### config.mk
export PLATFORM = sky130hd
export DESIGN_NAME = double_classify_normalize_core
export DESIGN_NICKNAME = d
export VERILOG_FILES = /design/src/hdl/dcn_pkg.sv /design/src/hdl/double_classify_normalize_core.sv /design/src/hdl/dcn_norm.sv /design/src/hdl/dcn_fmt.sv
export SDC_FILE = /design/constraint.sdc
export NUM_CORES = 1
export LEC_CHECK = 0
export BUFFER_PORTS_ARGS = -buffer_cell sky130_fd_sc_hd__buf_2
export CELL_PAD_IN_SITES_DETAIL_PLACEMENT = 1
export CELL_PAD_IN_SITES_GLOBAL_PLACEMENT = 1
export CORE_UTILIZATION = 30
export DETAILED_ROUTE_END_ITERATION = 10
export MAX_ROUTING_LAYER = met4
export PLACE_DENSITY_LB_ADDON = 0.1
export SYNTH_ARGS = -nofsm -noshare
export SYNTH_HDL_FRONTEND = slang
export SYNTH_SLANG_ARGS = --single-unit
export TNS_END_PERCENT = 50
### constraint.sdc
create_clock -name clk_i -period 6 [get_ports clk_i]
set_input_delay 1.5 -clock clk_i [delete_from_list [all_inputs] [get_ports clk_i]]
set_output_delay 1.5 -clock clk_i [all_outputs]
set_load 0.02 [all_outputs]
### src/hdl/dcn_pkg.sv
// ----------------------------------------------------------------------------
// dcn_pkg: shared types and constants of the double classifier
// Holds the class codes, the binary64 field layout and the fixed patterns.
// ----------------------------------------------------------------------------
package dcn_pkg;

  localparam int unsigned ExpW  = 11;
  localparam int unsigned MantW = 52;
  localparam int unsigned ClzW  = 6;   // leading zero count of the mantissa, 0..51
  localparam int unsigned SexpW = 12;

  typedef enum logic [2:0] {
    CLS_ZERO   = 3'd0,
    CLS_SUB    = 3'd1,
    CLS_NORMAL = 3'd2,
    CLS_INF    = 3'd3,
    CLS_NAN    = 3'd4
  } class_e;

  localparam logic [ExpW-1:0]  ExpAllOnes = 11'h7FF;
  localparam logic [ExpW-1:0]  HalfExp    = 11'h3FE;
  localparam logic [63:0]      PatInf     = 64'h7FF0_0000_0000_0000;
  localparam logic [63:0]      PatNan     = 64'h7FFF_0000_0000_0000;
  localparam logic [SexpW-1:0] NormBias   = 12'd1022;
  // A subnormal with its leading one at bit p (p = 51 - clz) has e = -1022 - clz.
  localparam logic [SexpW-1:0] SubBase    = 12'hC02;  // -1022 in 12 bits

  typedef struct packed {
    class_e            cls;
    logic [63:0]       frac;
    logic [SexpW-1:0]  sexp;
  } result_t;

endpackage

### src/hdl/double_classify_normalize_core.sv
// ----------------------------------------------------------------------------
// double_classify_normalize_core: binary64 classifier and frexp normalizer
//
// The input channel carries one binary64 pattern per beat on value_bits_i,
// qualified by in_valid_i and held back by in_stall_o. The output channel
// carries one result per beat: the class code (zero, subnormal, normal,
// infinity, NaN), the fraction as a binary64 pattern with magnitude in
// [0.5, 1) and the signed exponent, so that value = fraction * 2^exponent.
// Zero, infinity and NaN give a fixed unsigned pattern and exponent zero.
//
// Two register stages carry a beat: an input register and a result
// register, with the classify, leading-one search and shift in between.
// A taken beat moves from the input register into the result register, and
// one beat is taken every cycle while the receiver keeps out_stall_i low.
//
// When the receiver stalls, the result register holds its beat and the
// input register still takes one more beat; only when both stages are full
// does in_stall_o rise. Reset empties both stages; the payload registers
// are not cleared since their contents are ignored until a beat is loaded.
// ----------------------------------------------------------------------------
module double_classify_normalize_core (
  input  logic                           clk_i,
  input  logic                           rst_ni,
  input  logic                           in_valid_i,
  output logic                           in_stall_o,
  input  logic [63:0]                    value_bits_i,
  output logic                           out_valid_o,
  input  logic                           out_stall_i,
  output logic [2:0]                     number_class_o,
  output logic [63:0]                    fraction_bits_o,
  output logic signed [dcn_pkg::SexpW-1:0] scale_exponent_o
);
  import dcn_pkg::*;

  logic        in_vld_q;
  logic [63:0] in_val_q;
  logic        out_vld_q;
  result_t     res_q;
  result_t     res_d;
  logic        out_hold;
  logic        in_hold;

  // The result register holds while its beat waits for the receiver.
  assign out_hold = out_vld_q & out_stall_i;
  // The input register holds only if its beat cannot move on.
  assign in_hold  = in_vld_q & out_hold;
  assign in_stall_o = in_hold;

  dcn_fmt u_fmt (
    .value_i (in_val_q),
    .res_o   (res_d)
  );

  always_ff @(posedge clk_i or negedge rst_ni) begin
    if (!rst_ni) begin
      in_vld_q  <= 1'b0;
      out_vld_q <= 1'b0;
    end else begin
      if (!in_hold) begin
        in_vld_q <= in_valid_i;
      end
      if (!out_hold) begin
        out_vld_q <= in_vld_q;
      end
    end
  end

  always_ff @(posedge clk_i) begin
    if (!in_hold && in_valid_i) begin
      in_val_q <= value_bits_i;
    end
    if (!out_hold && in_vld_q) begin
      res_q <= res_d;
    end
  end

  assign out_valid_o      = out_vld_q;
  assign number_class_o   = res_q.cls;
  assign fraction_bits_o  = res_q.frac;
  assign scale_exponent_o = res_q.sexp;

endmodule

### src/hdl/dcn_norm.sv
// ----------------------------------------------------------------------------
// dcn_norm: subnormal mantissa normalizer
// Moves the leading one to the top in six binary shift steps and counts the
// leading zeros on the way.
// ----------------------------------------------------------------------------
module dcn_norm (
  input  logic [dcn_pkg::MantW-1:0] mant_i,
  output logic [dcn_pkg::MantW-1:0] mant_o,
  output logic [dcn_pkg::ClzW-1:0]  clz_o
);
  import dcn_pkg::*;

  logic [MantW-1:0] m0, m1, m2, m3, m4, m5, m6;

  always_comb begin
    m0 = mant_i;
    clz_o = '0;
    m1 = (m0[51:20] == '0) ? {m0[19:0], 32'd0} : m0;
    clz_o[5] = (m0[51:20] == '0);
    m2 = (m1[51:36] == '0) ? {m1[35:0], 16'd0} : m1;
    clz_o[4] = (m1[51:36] == '0);
    m3 = (m2[51:44] == '0) ? {m2[43:0], 8'd0} : m2;
    clz_o[3] = (m2[51:44] == '0);
    m4 = (m3[51:48] == '0) ? {m3[47:0], 4'd0} : m3;
    clz_o[2] = (m3[51:48] == '0);
    m5 = (m4[51:50] == '0) ? {m4[49:0], 2'd0} : m4;
    clz_o[1] = (m4[51:50] == '0);
    m6 = (m5[51] == 1'b0) ? {m5[50:0], 1'b0} : m5;
    clz_o[0] = ~m5[51];
    // The leading one now sits in bit 51 and becomes the hidden bit.
    mant_o = {m6[50:0], 1'b0};
  end

endmodule

### src/hdl/dcn_fmt.sv
// ----------------------------------------------------------------------------
// dcn_fmt: classifier and result assembly
// Decodes the class of a binary64 pattern and builds fraction and exponent.
// ----------------------------------------------------------------------------
module dcn_fmt (
  input  logic [63:0]      value_i,
  output dcn_pkg::result_t res_o
);
  import dcn_pkg::*;

  logic             sign;
  logic [ExpW-1:0]  biased;
  logic [MantW-1:0] mant;
  logic [MantW-1:0] sub_mant;
  logic [ClzW-1:0]  clz;

  assign sign   = value_i[63];
  assign biased = value_i[62:52];
  assign mant   = value_i[51:0];

  dcn_norm u_norm (
    .mant_i (mant),
    .mant_o (sub_mant),
    .clz_o  (clz)
  );

  always_comb begin
    res_o = '{cls: CLS_ZERO, frac: '0, sexp: '0};
    if (biased == ExpAllOnes) begin
      if (mant != '0) begin
        res_o.cls  = CLS_NAN;
        res_o.frac = PatNan;
      end else begin
        res_o.cls  = CLS_INF;
        res_o.frac = PatInf;
      end
    end else if (biased != '0) begin
      res_o.cls  = CLS_NORMAL;
      res_o.frac = {sign, HalfExp, mant};
      res_o.sexp = {1'b0, biased} - NormBias;
    end else if (mant != '0) begin
      res_o.cls  = CLS_SUB;
      res_o.frac = {sign, HalfExp, sub_mant};
      res_o.sexp = SubBase - {{(SexpW-ClzW){1'b0}}, clz};
    end
  end

endmodule

==> impl_metrics.json <==
{
  "use_met2_pct": 39.3,
  "synth_cell_type_count": 76,
  "clockBufferDepth": 2,
  "worst_pin_slew_ns": 1.13,
  "synthTopCellsByArea": "edfxtp_1 46%, nand2_1 4.7%, a21oi_1 3.1%",
  "antenna_left": 0,
  "peakVddDrop_v": 0.000140,
  "grt_max_degree": 71,
  "mappedNetlistNets": 943,
  "hold_class": "register to register",
  "areaGrowthSynthToFinish_pct": 19.8,
  "numCtsBuffers": 17,
  "crit_required_ns": 6.25,
  "initial_utilization_pct": 30.8,
  "synthTopCellsByCount": "134 x edfxtp_1, 109 x nand2_1, 54 x a21oi_1",
  "die_area_um2": 29600,
  "regToRegSetupSlack_ns": 0.82,
  "grtUsageMet3_pct": 7.35,
  "fp.dieH_um": 172,
  "worstSetupPathType": "register to register",
  "synthCells": 874,
  "rsz0062_at_grt": "false",
  "fin_tns_setup_ns": 0,
  "layout_setup_ws_ns": 0.823,
  "post-place-ws_ns": 1.07,
  "hold_violations": 0,
  "crit_chain": "nor4_1 > and4_1 > o41ai_2 > nand2_2 > nand2_2 > a211oi_2 > a211oi_2 > o21ai_1 > nand2_1 > buf_4 > o221ai_1",
  "netlist_area_um2": 8660,
  "first_iter_violations": 872,
  "num-nets-final": 1062,
  "r2r-end": "fraction_bits_o[16]",
  "drive_gt1_share_pct": 26.0,
  "synth_ff_type": "edfxtp_1",
  "r2r_start": "in_val_q[41]",
  "fp.coreArea_um2": 28100,
  "grt_pass1_vias": 8182,
  "cts-root-buf": "clkbuf_16",
  "timing.final.crit_share_pct": 86.3,
  "portBuffers": 148,
  "min_path_cells": 1,
  "drv_slew": 0,
  "use_met1_pct": 36.8,
  "report.final.setup_viol": 0,
  "skew_ns": 0.0131,
  "antenna_found_initial": 1,
  "critPathSlowestCell": "nor4_1",
  "endpoint_kind": "register",
  "cpPeakStageDelay_ns": 0.72,
  "wl_per_cell_um": 28.0,
  "cts_sinks": 136,
  "cts_hold_buf": 0,
  "min_period_ns": 5.18,
  "top_usage_layer": "met2",
  "clk_latency_ns": 0.43,
  "postCtsSetupBuffers": 0,
  "die_w_um": 172,
  "dp_hpwl_um": 29000,
  "maxSlewHeadroom_pct": 24.2,
  "status": "finished clean",
  "powerDensity_nw_per_um2": 268,
  "max_freq_mhz": 193,
  "cts_tree": "done",
  "yosysWarnings": 0,
  "grtUsageTotal_pct": 27.3,
  "row_count": 61,
  "grt_overflow_total": 0,
  "vias": 8296,
  "whs_endpoint": "out_valid_o",
  "grt_pass1_wl_um": 56200,
  "worst_ep_arrival_time_ns": 5.42,
  "dr.pass1.iters": 5,
  "clk_pin_slew_worst_paths_ns": 0.07,
  "pin_count": 149,
  "hp-start": "in_vld_q",
  "drc": 0,
  "wl_um": 38800,
  "drv_cap": 0,
  "cp_max_fo": 27,
  "avgViaCountPerCell": 5.99,
  "r2r_cells": 11,
  "cts_resized": 0,
  "synth-edff-count": 134,
  "synth_top_cell_by_area": "edfxtp_1",
  "yosysSeqAreaShare_pct": 47.0,
  "synth_top_area_share_pct": 46.5,
  "yosysMostFrequentCell": "edfxtp_1",
  "cts_htree_levels": 4,
  "startpoint_type": "register",
  "ys_ff_latch": 136,
  "place_congestion": 0.960,
  "postSynthAreaPerCell_um2": 9.91,
  "synth_async_sr_flop_share_pct": 1.47,
  "p_leak_nw": 3.84
}
==> critical path: cells and delay by family (launching register included) <==
kind | cells | cell delay, ns
buffers and inverters | 1 | 0.30
AND/OR/NAND/NOR | 5 | 2.45
AO/OA/AOI/OAI | 5 | 1.75
flip-flops | 1 | 0.47
==> state kept, by name, indices dropped and copies added (netlist names) <==
signal	count
out_valid_o	1
fraction_bits_o	55
scale_exponent_o	12
in_val_q	64
in_vld_q	1
number_class_o	3
==> final cells by class <==
type / count / area, µm²
Antenna cell: 1 / 2.50
Multi-Input combinational cell: 653 / 4210
Clock inverter: 13 / 193
Fill cell: 3258 / 17700
Timing Repair Buffer: 180 / 981
Inverter: 5 / 18.8
Clock buffer: 19 / 433
Sequential cell: 136 / 4070
Tap cell: 378 / 473
==> where the power goes <==
group / internal [W] / switching, W
Clock: 0.000703 / 0.000448
Sequential: 0.00113 / 0.0000749
Combinational: 0.000139 / 0.000287
Total: 0.00197 / 0.000809
==> routing by layer <==
layer  wire [µm]  part of all wire [%]
met5           0                     0
met4        1160                   3.0
met3        3270                   8.4
met2       17200                    44
met1       17200                    44
==> per-stage QoR <==
stage | total power, W | hold WS (ns) | utilization (%) | cells | area, µm²
2_1_floorplan | 0.00145 | 0.444 | - | 874 | 8660
3_3_place_gp | 0.00164 | 0.468 | 34.7 | 1352 | 9750
3_5_place_dp | 0.00164 | 0.485 | 34.7 | 1352 | 9750
4_1_cts | 0.00279 | 0.501 | 37.0 | 1384 | 10400
5_1_grt | 0.00286 | 0.546 | 37.0 | 1385 | 10400
6_report | 0.00278 | 0.495 | 37.0 | 1385 | 10400
==> cells in the final DEF, fill, tap and decap left out, types with 6 or more instances in the layout <==
cell type,netlist,final
buf_2,22,148
edfxtp_1,134,134
nand2_1,109,109
a21oi_1,54,54
nor2_1,49,47
o21ai_0,43,43
nand3_1,36,36
buf_4,20,32
o221ai_1,28,28
mux2i_1,25,25
o21ai_1,19,19
nor3_1,17,17
clkbuf_16,0,17
a22o_1,15,15
and3_1,14,14
a31oi_1,14,14
nor4_1,15,13
nand4_1,12,12
o211ai_1,12,12
a22oi_1,12,12
a211o_1,10,10
a211oi_1,11,10
o22ai_1,10,10
o21a_1,9,9
mux2_2,9,9
and2_1,8,7
a221o_1,7,7
a32oi_1,7,7
o21bai_1,6,6
a21o_1,6,6
o31ai_1,6,6
xnor2_1,6,6
==> cells by family after synthesis <==
group | count (synthesis) | synth area share, %
simple gates | 292 | 16.7
flops | 136 | 47.0
xor+xnor | 8 | 0.809
compound gates | 317 | 26.3
mux | 35 | 4.19
buf+inv | 85 | 4.87
fa+ha+maj | 1 | 0.144
==> worst max-delay path by stage <==
stage | start | depth (start not counted) | endpoint
6_report | in_val_q[41] | 11 | fraction_bits_o[16]
5_1_grt | in_val_q[41] | 10 | fraction_bits_o[2]
4_1_cts | in_val_q[41] | 10 | fraction_bits_o[2]
3_5_place_dp | in_val_q[37] | 10 | fraction_bits_o[2]
3_3_place_gp | in_val_q[39] | 10 | fraction_bits_o[2]
2_1_floorplan | out_stall_i | 1 | fraction_bits_o[0]
Note: power is estimated with default switching activity, not from simulation.
